`src/rtl/core/bst_pkg.sv`:
```
// bst_pkg: shared types and constants for the bezier segment tessellator
// used by the front, queue, back and top-level modules
`timescale 1ns / 1ps
package bst_pkg;
   localparam int COORD_W   = 32;
   localparam int FRAC_BITS = 16;
   localparam int MAX_STEPS = 63;
   localparam int STEPS_W   = 6;
   localparam int T_W       = FRAC_BITS + 1;
   localparam int DIMS      = 4;
   localparam int SEG_PTS   = 4;
   localparam int QDEPTH    = 2;
   localparam int DIFF_W    = COORD_W + 1;
   localparam int PROD_W    = DIFF_W + T_W;

   localparam logic [0:0] REG_STEPS = 1'b0;

   typedef logic signed [COORD_W-1:0] coord_type;
   typedef coord_type [DIMS-1:0] point_type;

   typedef struct packed {
      point_type [SEG_PTS-1:0] pts;
      logic [1:0]              deg;   // number of lerp levels, 1..3
   } seg_type;

   // one lerp with a floored product
   function automatic coord_type lerp(input coord_type a, input coord_type b,
                                      input logic [T_W-1:0] t);
      logic signed [DIFF_W-1:0] diff;
      logic signed [PROD_W-1:0] prod;
      logic signed [PROD_W-1:0] sum;
      diff = DIFF_W'(b) - DIFF_W'(a);
      prod = PROD_W'(diff) * $signed({1'b0, t});
      sum  = PROD_W'(a) + (prod >>> FRAC_BITS);
      return sum[COORD_W-1:0];
   endfunction
endpackage

```
`src/rtl/core/bst_queue.sv`:
```
// bst_queue: short segment queue between front and back
// depends on bst_pkg
`timescale 1ns / 1ps
module bst_queue (
   input  logic             clock,
   input  logic             reset,
   input  logic             in_valid,
   output logic             in_ready,
   input  bst_pkg::seg_type in_seg,
   output logic             out_valid,
   input  logic             out_ready,
   output bst_pkg::seg_type out_seg
);
   import bst_pkg::*;

   seg_type mem_ff [QDEPTH];
   logic wp_ff, wp_in, rp_ff, rp_in;
   logic [1:0] cnt_ff, cnt_in;
   logic push, pop;

   assign in_ready  = cnt_ff != 2'(QDEPTH);
   assign out_valid = cnt_ff != 2'd0;
   assign out_seg   = mem_ff[rp_ff];
   assign push = in_valid && in_ready;
   assign pop  = out_valid && out_ready;

   always_comb begin
      wp_in  = push ? !wp_ff : wp_ff;
      rp_in  = pop ? !rp_ff : rp_ff;
      cnt_in = cnt_ff + 2'(push) - 2'(pop);
   end

   always_ff @(posedge clock) begin
      if (push) mem_ff[wp_ff] <= in_seg;
      if (reset) begin
         wp_ff <= 1'b0; rp_ff <= 1'b0; cnt_ff <= '0;
      end else begin
         wp_ff <= wp_in; rp_ff <= rp_in; cnt_ff <= cnt_in;
      end
   end
endmodule

```
`config.mk`:
```
export PLATFORM = sky130hd
export DESIGN_NAME = bst_queue
export DESIGN_NICKNAME = d
export VERILOG_FILES = /design/src/rtl/core/bst_pkg.sv /design/src/rtl/core/bst_queue.sv
export SDC_FILE = /design/constraint.sdc
export NUM_CORES = 1
export LEC_CHECK = 0
export BUFFER_PORTS_ARGS = -buffer_cell sky130_fd_sc_hd__buf_4
export CORE_AREA = 2 2 407 409
export DETAILED_ROUTE_END_ITERATION = 7
export DIE_AREA = 0 0 409 411
export GPL_TIMING_DRIVEN = 0
export PLACE_DENSITY = 0.51
export SLEW_MARGIN = 20
export SYNTH_ARGS = -nofsm -noshare
export SYNTH_HDL_FRONTEND = slang
export SYNTH_SLANG_ARGS = --single-unit
```
`constraint.sdc`:
```
create_clock -name clock -period 45.2 [get_ports clock]
set_clock_uncertainty 0.15 [all_clocks]
set_input_delay 4.52 -clock clock [delete_from_list [all_inputs] [get_ports clock]]
set_output_delay 4.52 -clock clock [all_outputs]
set_load 0.005 [all_outputs]
```
==> metrics.md <==
| Metric | Value |
|---|---|
| Post_cts resized | 0 |
| Finished Layout Cells | roughly 5000 |
| Crit-path cells | buf_6 > buf_6 > buf_6 > mux2_2 > buf_4 |
| Post-route ant nets | 0 |
| Crit-path max cell delay | 460 ps |
| Buffers & Inverters on Critical Path | 4 |
| Number of synthesized flops with an enable pin | 1028 |
| Top-Level Pins | 1034 |
| MaxCap Viol Count | 0 |
| Synth Flop Type | edfxtp_1 |
| Simple-gate share of the synthesized area | 0.00230 |
| Final TNS setup | 0 ps |
| Commonest cells after routing, fill and taps aside | 1033 x buf_4, 1028 x edfxtp_1, 514 x mux2_2 |
| Sequential power share | 0.435 |
| Core Area | 164000 µm² |
| # clock sinks | around 1000 |
| Switch Pwr | approximately 0.7 mW |
| 1st-iter DRT viols | 1083 |
| Vias per inst | 3.95 |
| Peak VDD IR | 0.0000322 V |
| Fin crit share | 0.160 |
| Synthesized area per cell | 23.0 µm² |
| Post-route cell area | between 50000 and 60000 µm² |
| CTS tree | yes |
| Mux share of post-synthesis cell area | 0.154 |
| Complex-gate fraction of the synthesized area | 0.00117 |
| First-pass GRT wire length | 162 mm |
| Final setup vio count | 0 |
| Router iterations before antenna repair | 4 |
| Max FO, Critical Path | 11 |
| Port bufs | ~1000 |
| Initial antenna violation count | 60 |
| R2r endpoint | mem_ff[0][509] |
| Cell Area, Synth | 37500 µm² |
| Cell Pwr Density | 51.9 nW/µm² |
| Peak Freq | 0.138 GHz |
| Post-CTS Setup Inserts | 0 |
| H-tree depth | 3 |
| RSZ-0062 raised after global routing | false |
| Reg clk slew, reported paths | ~60 ps |
| Routability congestion estimate from global placement | ~0.76 |
| Ys async rst share | 0 |
| Sw Share | 0.258 |
| Clock power frac | 0.337 |
| Kind of critical path | reg2out |
| Fill count | 16000 |
| Levels on crit path | 5 |
| Hold_buf cts | 0 |
| Initial Util | 0.229 |
| Area after DPL | 48500 µm² |
| Routed WL per cell | 23.9 µm |
| HPWL Detailed | 91.9 mm |
| Synth warnings | 0 |
| Clk buf depth | 3 |
| Layout Nets | 3318 |
| GRT Total Usage | 0.139 |
| Synthesis-stage register bit count | 1033 |
| Place WS | 38080 ps |
| Tightest Pin Transition | between 500 and 600 ps |
| Worst hold path stage count | 2 |
| Chip Width | 409 µm |
| Internal | 2.01 mW |
| Layout overhead on the synthesized area | 39.2% |
| CP dominant cell by count | buf_6 |
| Drc violations | 0 |
| Comb power frac | 0.228 |
| Remaining Overflow, GRT | 0 |
| Vias in the first global route | 20600 |
| Synth Instances | 1628 |
| CTS Buf Count | 116 |
| CP top delay family | buffers and inverters |
| Worst setup margin | around 38000 ps |
| HP Class | reg2reg |
| R2R Setup Slk | 42190 ps |
| Syn nets | 2147 |
| Max-slew violation count | 0 |
| Final Hold Viols | 0 |
| R2r startpoint | cnt_ff[0] |
| Layout cells sized above 1 | 0.617 |
| Worst-skew pair later-pin latency | 750 ps |
| Leading cell type in the layout, fill and taps excluded | buf_4 |
| Fin Hold WS | between 300 and 400 ps |
| Status | complete, no violations |
| Adder-cell share of the synthesized area | 0.000333 |
| DIE HEIGHT | about 410 µm |
| Slowest-stage cell, CP | mux2_2 |
| Crit path DAT | 2570 ps |
| P_leak | ~19 nW |
| Post-Synth XOR/XNOR Area | 0.000233 |
| CP Data Required Time | 40530 ps |
| Total die area | between 150000 and 200000 µm² |
| Total chip power | ~2.7 mW |
| Placed Cells | 4870 |
| Startpoint Class | register |
| Sequential-to-total area share from yosys stat | 0.825 |
| Total Wirelength | 122 mm |
| Final min period | 7240 ps |
| Detailed-route via count | slightly above 20000 |
| Unique masters post-synth | 23 |
| Largest family of logic cells by synthesized area | multiplexers |
| Critical Path End | out_seg[194] |
| Slew margin rel. | 0.626 |
| Largest net degree at the start of global routing | 92 |
| Final core occ | 0.319 |
| Reg2reg path depth | 6 |
| Worst setup EP type | output pin |
| Site row count | roughly 150 |
| CTS root buffer | clkbuf_16 |
layer usage:
| metal | global-route usage | routed length (µm) | vias up |
|---|---|---|---|
| li1 | - | - | 8909 |
| met1 | 0.147 | 43700 | 10100 |
| met2 | 0.240 | 61400 | 850 |
| met3 | 0.0662 | 13100 | 220 |
| met4 | 0.0478 | 2950 | 66 |
| met5 | 0 | 429 | - |
power groups by stage:
stage,Combinational (mW),Clock [mW],Sequential (mW)
CTS,0.643,0.946,1.18
finish,0.618,0.914,1.18
floorplan,0.264,0,1.25
detailed placement,0.640,0,1.20
global placement,0.629,0,1.29
global route,0.660,0.981,1.19
cell families after synthesis:
| group | count (synthesis) |
|---|---|
| DFF | 1033 |
| muxes | 514 |
| buffers and inverters | 58 |
| and+or+nand+nor | 15 |
| AOI/OAI and AO/OA | 6 |
| xor gates and xnor gates | 1 |
| adders and majority gates | 1 |
worst min path at each step:
stage	start	end
floorplan	rp_ff	register
global placement	rp_ff	rp_ff
detailed placement	rp_ff	rp_ff
CTS	rp_ff	rp_ff
global route	rp_ff	register
finish	rp_ff	rp_ff
layout make-up:
class	count	area [µm²]	area share
antenna	9	22.5	0.000431
clock inverter	60	552	0.0106
sequential	1033	31000	0.593
buffer	57	611	0.0117
tap	2189	2740	0.0524
clock buffer	152	3120	0.0598
timing repair buffer	1053	8250	0.158
inverter	1	11.3	0.000216
multi-input combinational	537	5940	0.114
Yosys cell counts, drive strengths merged (2+ instances only):
cell type  count  share of area
buf           57          0.016
mux2         514           0.15
edfxtp      1028           0.82
nor2b          2        0.00033
and3           2        0.00033
o21ai          2        0.00027
dfxtp          5         0.0027
nor2           4        0.00040
tightest hold or removal path, delay by kind of cell, from the launching register on:
kind / cells / cell delay, ps
XOR/XNOR: 1 / 80
flip-flops: 1 / 330
AND/OR/NAND/NOR: 1 / 70
registers in the layout, summed over array words and instances, names as in the netlist, named ones only:
register	cells
rp_ff	1
mem_ff	1028
cnt_ff	2
wp_ff	1
Power figures use the tool's default switching activity.
