<file path="config.mk">
export PLATFORM = sky130hd
export DESIGN_NAME = bst_front
export DESIGN_NICKNAME = d
export VERILOG_FILES = /design/src/rtl/core/bst_pkg.sv /design/src/rtl/core/bst_front.sv
export SDC_FILE = /design/constraint.sdc
export NUM_CORES = 1
export LEC_CHECK = 0
export BUFFER_PORTS_ARGS = -buffer_cell sky130_fd_sc_hd__buf_4
export CORE_ASPECT_RATIO = 1.1
export CORE_UTILIZATION = 27
export CTS_CLUSTER_SIZE = 12
export DETAILED_ROUTE_END_ITERATION = 8
export PLACE_DENSITY = 0.46
export SETUP_SLACK_MARGIN = 0.3
export SLEW_MARGIN = 15
export SYNTH_ARGS = -nofsm -noshare
export SYNTH_HDL_FRONTEND = slang
export SYNTH_SLANG_ARGS = --single-unit
</file>
<file path="constraint.sdc">
create_clock -name clock -period 47 [get_ports clock]
set_clock_uncertainty 0.2 [all_clocks]
set_input_delay 14.1 -clock clock [delete_from_list [all_inputs] [get_ports clock]]
set_output_delay 14.1 -clock clock [all_outputs]
set_load 0.005 [all_outputs]
</file>
<file path="src/rtl/core/bst_pkg.sv">
// bst_pkg: shared types and constants for the bezier segment tessellator
// used by the front, queue, back and top-level modules
`timescale 1ns / 1ps
package bst_pkg;
   localparam int COORD_W   = 32;
   localparam int FRAC_BITS = 16;
   localparam int MAX_STEPS = 63;
   localparam int STEPS_W   = 6;
   localparam int T_W       = FRAC_BITS + 1;
   localparam int DIMS      = 4;
   localparam int SEG_PTS   = 4;
   localparam int QDEPTH    = 2;
   localparam int DIFF_W    = COORD_W + 1;
   localparam int PROD_W    = DIFF_W + T_W;

   localparam logic [0:0] REG_STEPS = 1'b0;

   typedef logic signed [COORD_W-1:0] coord_type;
   typedef coord_type [DIMS-1:0] point_type;

   typedef struct packed {
      point_type [SEG_PTS-1:0] pts;
      logic [1:0]              deg;   // number of lerp levels, 1..3
   } seg_type;

   // one lerp with a floored product
   function automatic coord_type lerp(input coord_type a, input coord_type b,
                                      input logic [T_W-1:0] t);
      logic signed [DIFF_W-1:0] diff;
      logic signed [PROD_W-1:0] prod;
      logic signed [PROD_W-1:0] sum;
      diff = DIFF_W'(b) - DIFF_W'(a);
      prod = PROD_W'(diff) * $signed({1'b0, t});
      sum  = PROD_W'(a) + (prod >>> FRAC_BITS);
      return sum[COORD_W-1:0];
   endfunction
endpackage

</file>
<file path="src/rtl/core/bst_front.sv">
// bst_front: gathers control points into segments and pushes them on the queue
// depends on bst_pkg
`timescale 1ns / 1ps
module bst_front (
   input  logic              clock,
   input  logic              reset,
   input  logic              req_valid,
   output logic              req_ready,
   input  bst_pkg::point_type pt,
   input  logic              end_of_curve,
   output logic              seg_valid,
   input  logic              seg_ready,
   output bst_pkg::seg_type  seg
);
   import bst_pkg::*;

   point_type [SEG_PTS-1:0] held_ff, held_in;
   logic [1:0] cnt_ff, cnt_in;
   logic full_ff, full_in;
   seg_type seg_ff, seg_in;
   logic emit;
   logic [2:0] n;

   assign req_ready = !full_ff || seg_ready;
   assign seg_valid = full_ff;
   assign seg = seg_ff;
   assign n = {1'b0, cnt_ff} + 3'd1;

   always_comb begin
      held_in = held_ff;
      cnt_in  = cnt_ff;
      seg_in  = seg_ff;
      full_in = full_ff && !seg_ready;
      emit    = 1'b0;
      if (req_valid && req_ready) begin
         held_in[cnt_ff] = pt;
         seg_in.pts = held_in;
         seg_in.deg = cnt_ff;
         if (n == 3'd4) begin
            emit = 1'b1;
            held_in[0] = pt;
            cnt_in = end_of_curve ? 2'd0 : 2'd1;
         end else if (end_of_curve) begin
            emit = (n >= 3'd2);
            cnt_in = 2'd0;
         end else begin
            cnt_in = n[1:0];
         end
         if (emit) full_in = 1'b1;
         else seg_in = seg_ff;
      end
   end

   always_ff @(posedge clock) begin
      held_ff <= held_in;
      seg_ff  <= seg_in;
      if (reset) begin
         cnt_ff  <= '0;
         full_ff <= 1'b0;
      end else begin
         cnt_ff  <= cnt_in;
         full_ff <= full_in;
      end
   end
endmodule

</file>
==> run_results.csv <==
group,metric,value,unit
power_and_ir_drop,swShare,0.216,
setup_path,crit_required,32.70,ns
clock_tree,tritoncts,"built",
power_and_ir_drop,p_switching,0.434,mW
cells_and_area,num-fill-cells,13400,
hold_path,hold_path.class,"register to register",
synthesis,synth_seq_area_share,0.799,
power_and_ir_drop,pwr-share-comb,0.063,
detailed_routing,ant_nets,0,
synthesis,syn_inst,1759,
sta,finalWorstSetupSlack,18.07,ns
detailed_routing,vias,19000,
synthesis,avgSynthCellArea,22.0,µm²
clock_tree,cts_hold_buf,0,
synthesis,netlist_area,38600,µm²
sta,fin_crit_sh,0.615,
sta,min_period,28.93,ns
synthesis,synth.ff_latch_count,1029,
floorplan,fp.dieArea,145000,µm²
synthesis,synth_top_area_share,0.797,
synthesis,synthTopCellsByArea,"edfxtp_1, mux2_2, buf_2",
sta,tightest_slew,1.14,ns
detailed_routing,wl_per_cell,21.5,µm
synthesis,yosysTopAreaCell,"edfxtp_1",
synthesis,synthSimpleGateAreaFrac,0.00107,
setup_path,path_cells,"buf_4 -> nand2b_1 -> buf_4",
sta,maxSlewHeadroom,0.239,
cells_and_area,final_common_cell,"edfxtp_1",
setup_path,crit_cells,3,
sta,timing.final.setup_violations,0,
setup_path,critical_path.max_fanout,5,
setup_path,critical_path.endpoint_type,"output pin",
synthesis,synth_top_family_by_area,"multiplexers",
sta,slew_violations,0,
power_and_ir_drop,vdd_drop_max,0.0310,mV
placement,io_buffers,648,
floorplan,initial_core_util,0.272,
setup_path,worstPathArrival,14.63,ns
sta,fin_hold_ws,0.345,ns
cells_and_area,layout.nets,2609,
cells_and_area,drive_gt1_frac,0.573,
cells_and_area,area_delta_synth_final,27.0,%
sta,fmax,34.6,MHz
power_and_ir_drop,power.leakage,17.0,nW
cells_and_area,stdcell_area,49100,µm²
hold_path,hold_path_depth,1,
clock_tree,cts-resized-gates,0,
synthesis,netlist-cell-type-count,17,
cells_and_area,layout_common_cells,"edfxtp_1, buf_4, mux2_2, clkbuf_16, clkbuf_1",
floorplan,num_rows,145,
power_and_ir_drop,power,2.01,mW
power_and_ir_drop,p_clk_frac,0.399,
global_route,grt_antenna_before_repair,8,
setup_path,r2r-start,"seg_valid",
synthesis,synth_fa_ha_area_frac,0.00129,
global_route,grt_max_degree,154,
floorplan,dieHeight,399,µm
setup_path,crit_path_top_delay_cell,"nand2b_1",
outcome,outcome,"completed",
setup_path,setup.worst_path.start,"seg_ready",
synthesis,yosys_warnings,0,
cells_and_area,fin_cells,4470,
setup_path,crit_buf_inv,2,
synthesis,synth-compound-area-share,0.000906,
synthesis,synth-xor-area-share,0,
sta,hold_violations,0,
detailed_routing,drc,0,
setup_path,crit_path_max_incr_delay,0.23,ns
detailed_routing,dr.first_iter.drc_count,1187,
run,drv_cap,0,
placement,dp_hpwl,60800,µm
placement,post-place-cells,4269,
synthesis,synth_nets,1896,
hold_path,min_from,"held_ff[185]",
power_and_ir_drop,pwr-share-seq,0.538,
detailed_routing,routed_wl,96200,µm
clock_tree,path_clk_slew,0.06,ns
cells_and_area,fin_util,0.345,
setup_path,rr_worst_depth,6,
floorplan,io_pins,649,
setup_path,start_kind,"input port",
floorplan,die_x,363,µm
clock_tree,postCtsSetupBuffers,0,
setup_path,crit_type,"input port to output pin",
global_route,grt_pass1_wl,141000,µm
clock_tree,cts_buffers,111,
clock_tree,htreeDepth,3,
sta,rsz0062_at_grt,"false",
global_route,grt_pass1_vias,20400,
setup_path,crit_family,"buffers and inverters",
synthesis,synth_mux_area_frac,0.186,
placement,place_area,45700,µm²
clock_tree,clk_path_buf_depth,3,
placement,dp_slack,18.06,ns
global_route,track_usage,0.131,
setup_path,cp_common_cell,"buf_4",
clock_tree,cts_sinks,1029,
placement,gp_congestion,0.740,
detailed_routing,viasPerCell,4.24,
global_route,grt-ovfl-total,0,
floorplan,coreArea,142000,µm²
clock_tree,clk-insertion-delay-late,0.72,ns
power_and_ir_drop,power_per_cell_area,41.0,nW/µm²
detailed_routing,dr.pass1.iters,4,
power_and_ir_drop,intPower,1.58,mW
clock_tree,cts-root-buf,"clkbuf_16",
sta,finalSetupTns,0,ns
[path summary, 6_finish.rpt]
| kind | to | slack, ns |
|---|---|---|
| min reg2reg | seg[187] | 0.35 |
| max | req_ready | 18.07 |
| min | seg[187] | 0.35 |
| max reg2reg | held_ff[157] | 41.37 |
[power groups by stage]
stage | Clock [mW] | Sequential, mW | Combinational, mW
after detailed placement | 0 | 1.10 | 0.129
final | 0.804 | 1.08 | 0.126
after global routing | 0.862 | 1.09 | 0.139
after floorplan | 0 | 1.12 | 0.0731
after CTS | 0.832 | 1.08 | 0.130
after global placement | 0 | 1.10 | 0.124
[layer usage]
| metal | vias to the layer above | track usage | wire [µm] |
|---|---|---|---|
| li1 | 8476 | - | - |
| met1 | 9766 | 0.157 | 38400 |
| met2 | 587 | 0.210 | 45700 |
| met3 | 128 | 0.0571 | 9940 |
| met4 | 10 | 0.0411 | 2040 |
| met5 | - | 0 | 80 |
[synth_stat cells]
cell	instances
buf_2	56
o2111ai_1	1
clkbuf_1	2
nand2b_1	2
nand4_1	1
a21oi_1	1
and2_1	1
nor2b_1	2
ha_1	4
buf_6	13
o31ai_1	2
dfxtp_1	3
mux2_2	640
nor2_1	1
inv_1	3
edfxtp_1	1026
o22ai_1	1
[sequential cells by signal, indices dropped and copies added, names as in the netlist]
| name | cells |
|---|---|
| cnt_ff | 2 |
| seg | 514 |
| held_ff | 512 |
| seg_valid | 1 |
[cells by family (layout without fill, tap and decap cells)]
family,Yosys count,count (layout)
AOI/OAI and AO/OA,5,5
buffers and inverters,74,872
muxes,640,640
other,0,2
DFF,1029,1029
adders and majority gates,4,4
and+or+nand+nor,7,7
[cell type report]
class                      instances  area [µm²]  share of cell area
antenna                            2        5.00            0.000102
sequential                      1029       30900               0.629
tap                             1911        2390              0.0487
clock inverter                    54         357             0.00727
inverter                           3        11.3            0.000229
multi-input combinational        656        7390               0.151
clock buffer                     144        2940              0.0599
timing repair buffer             671        5100               0.104
Power figures use the tool's default switching activity.
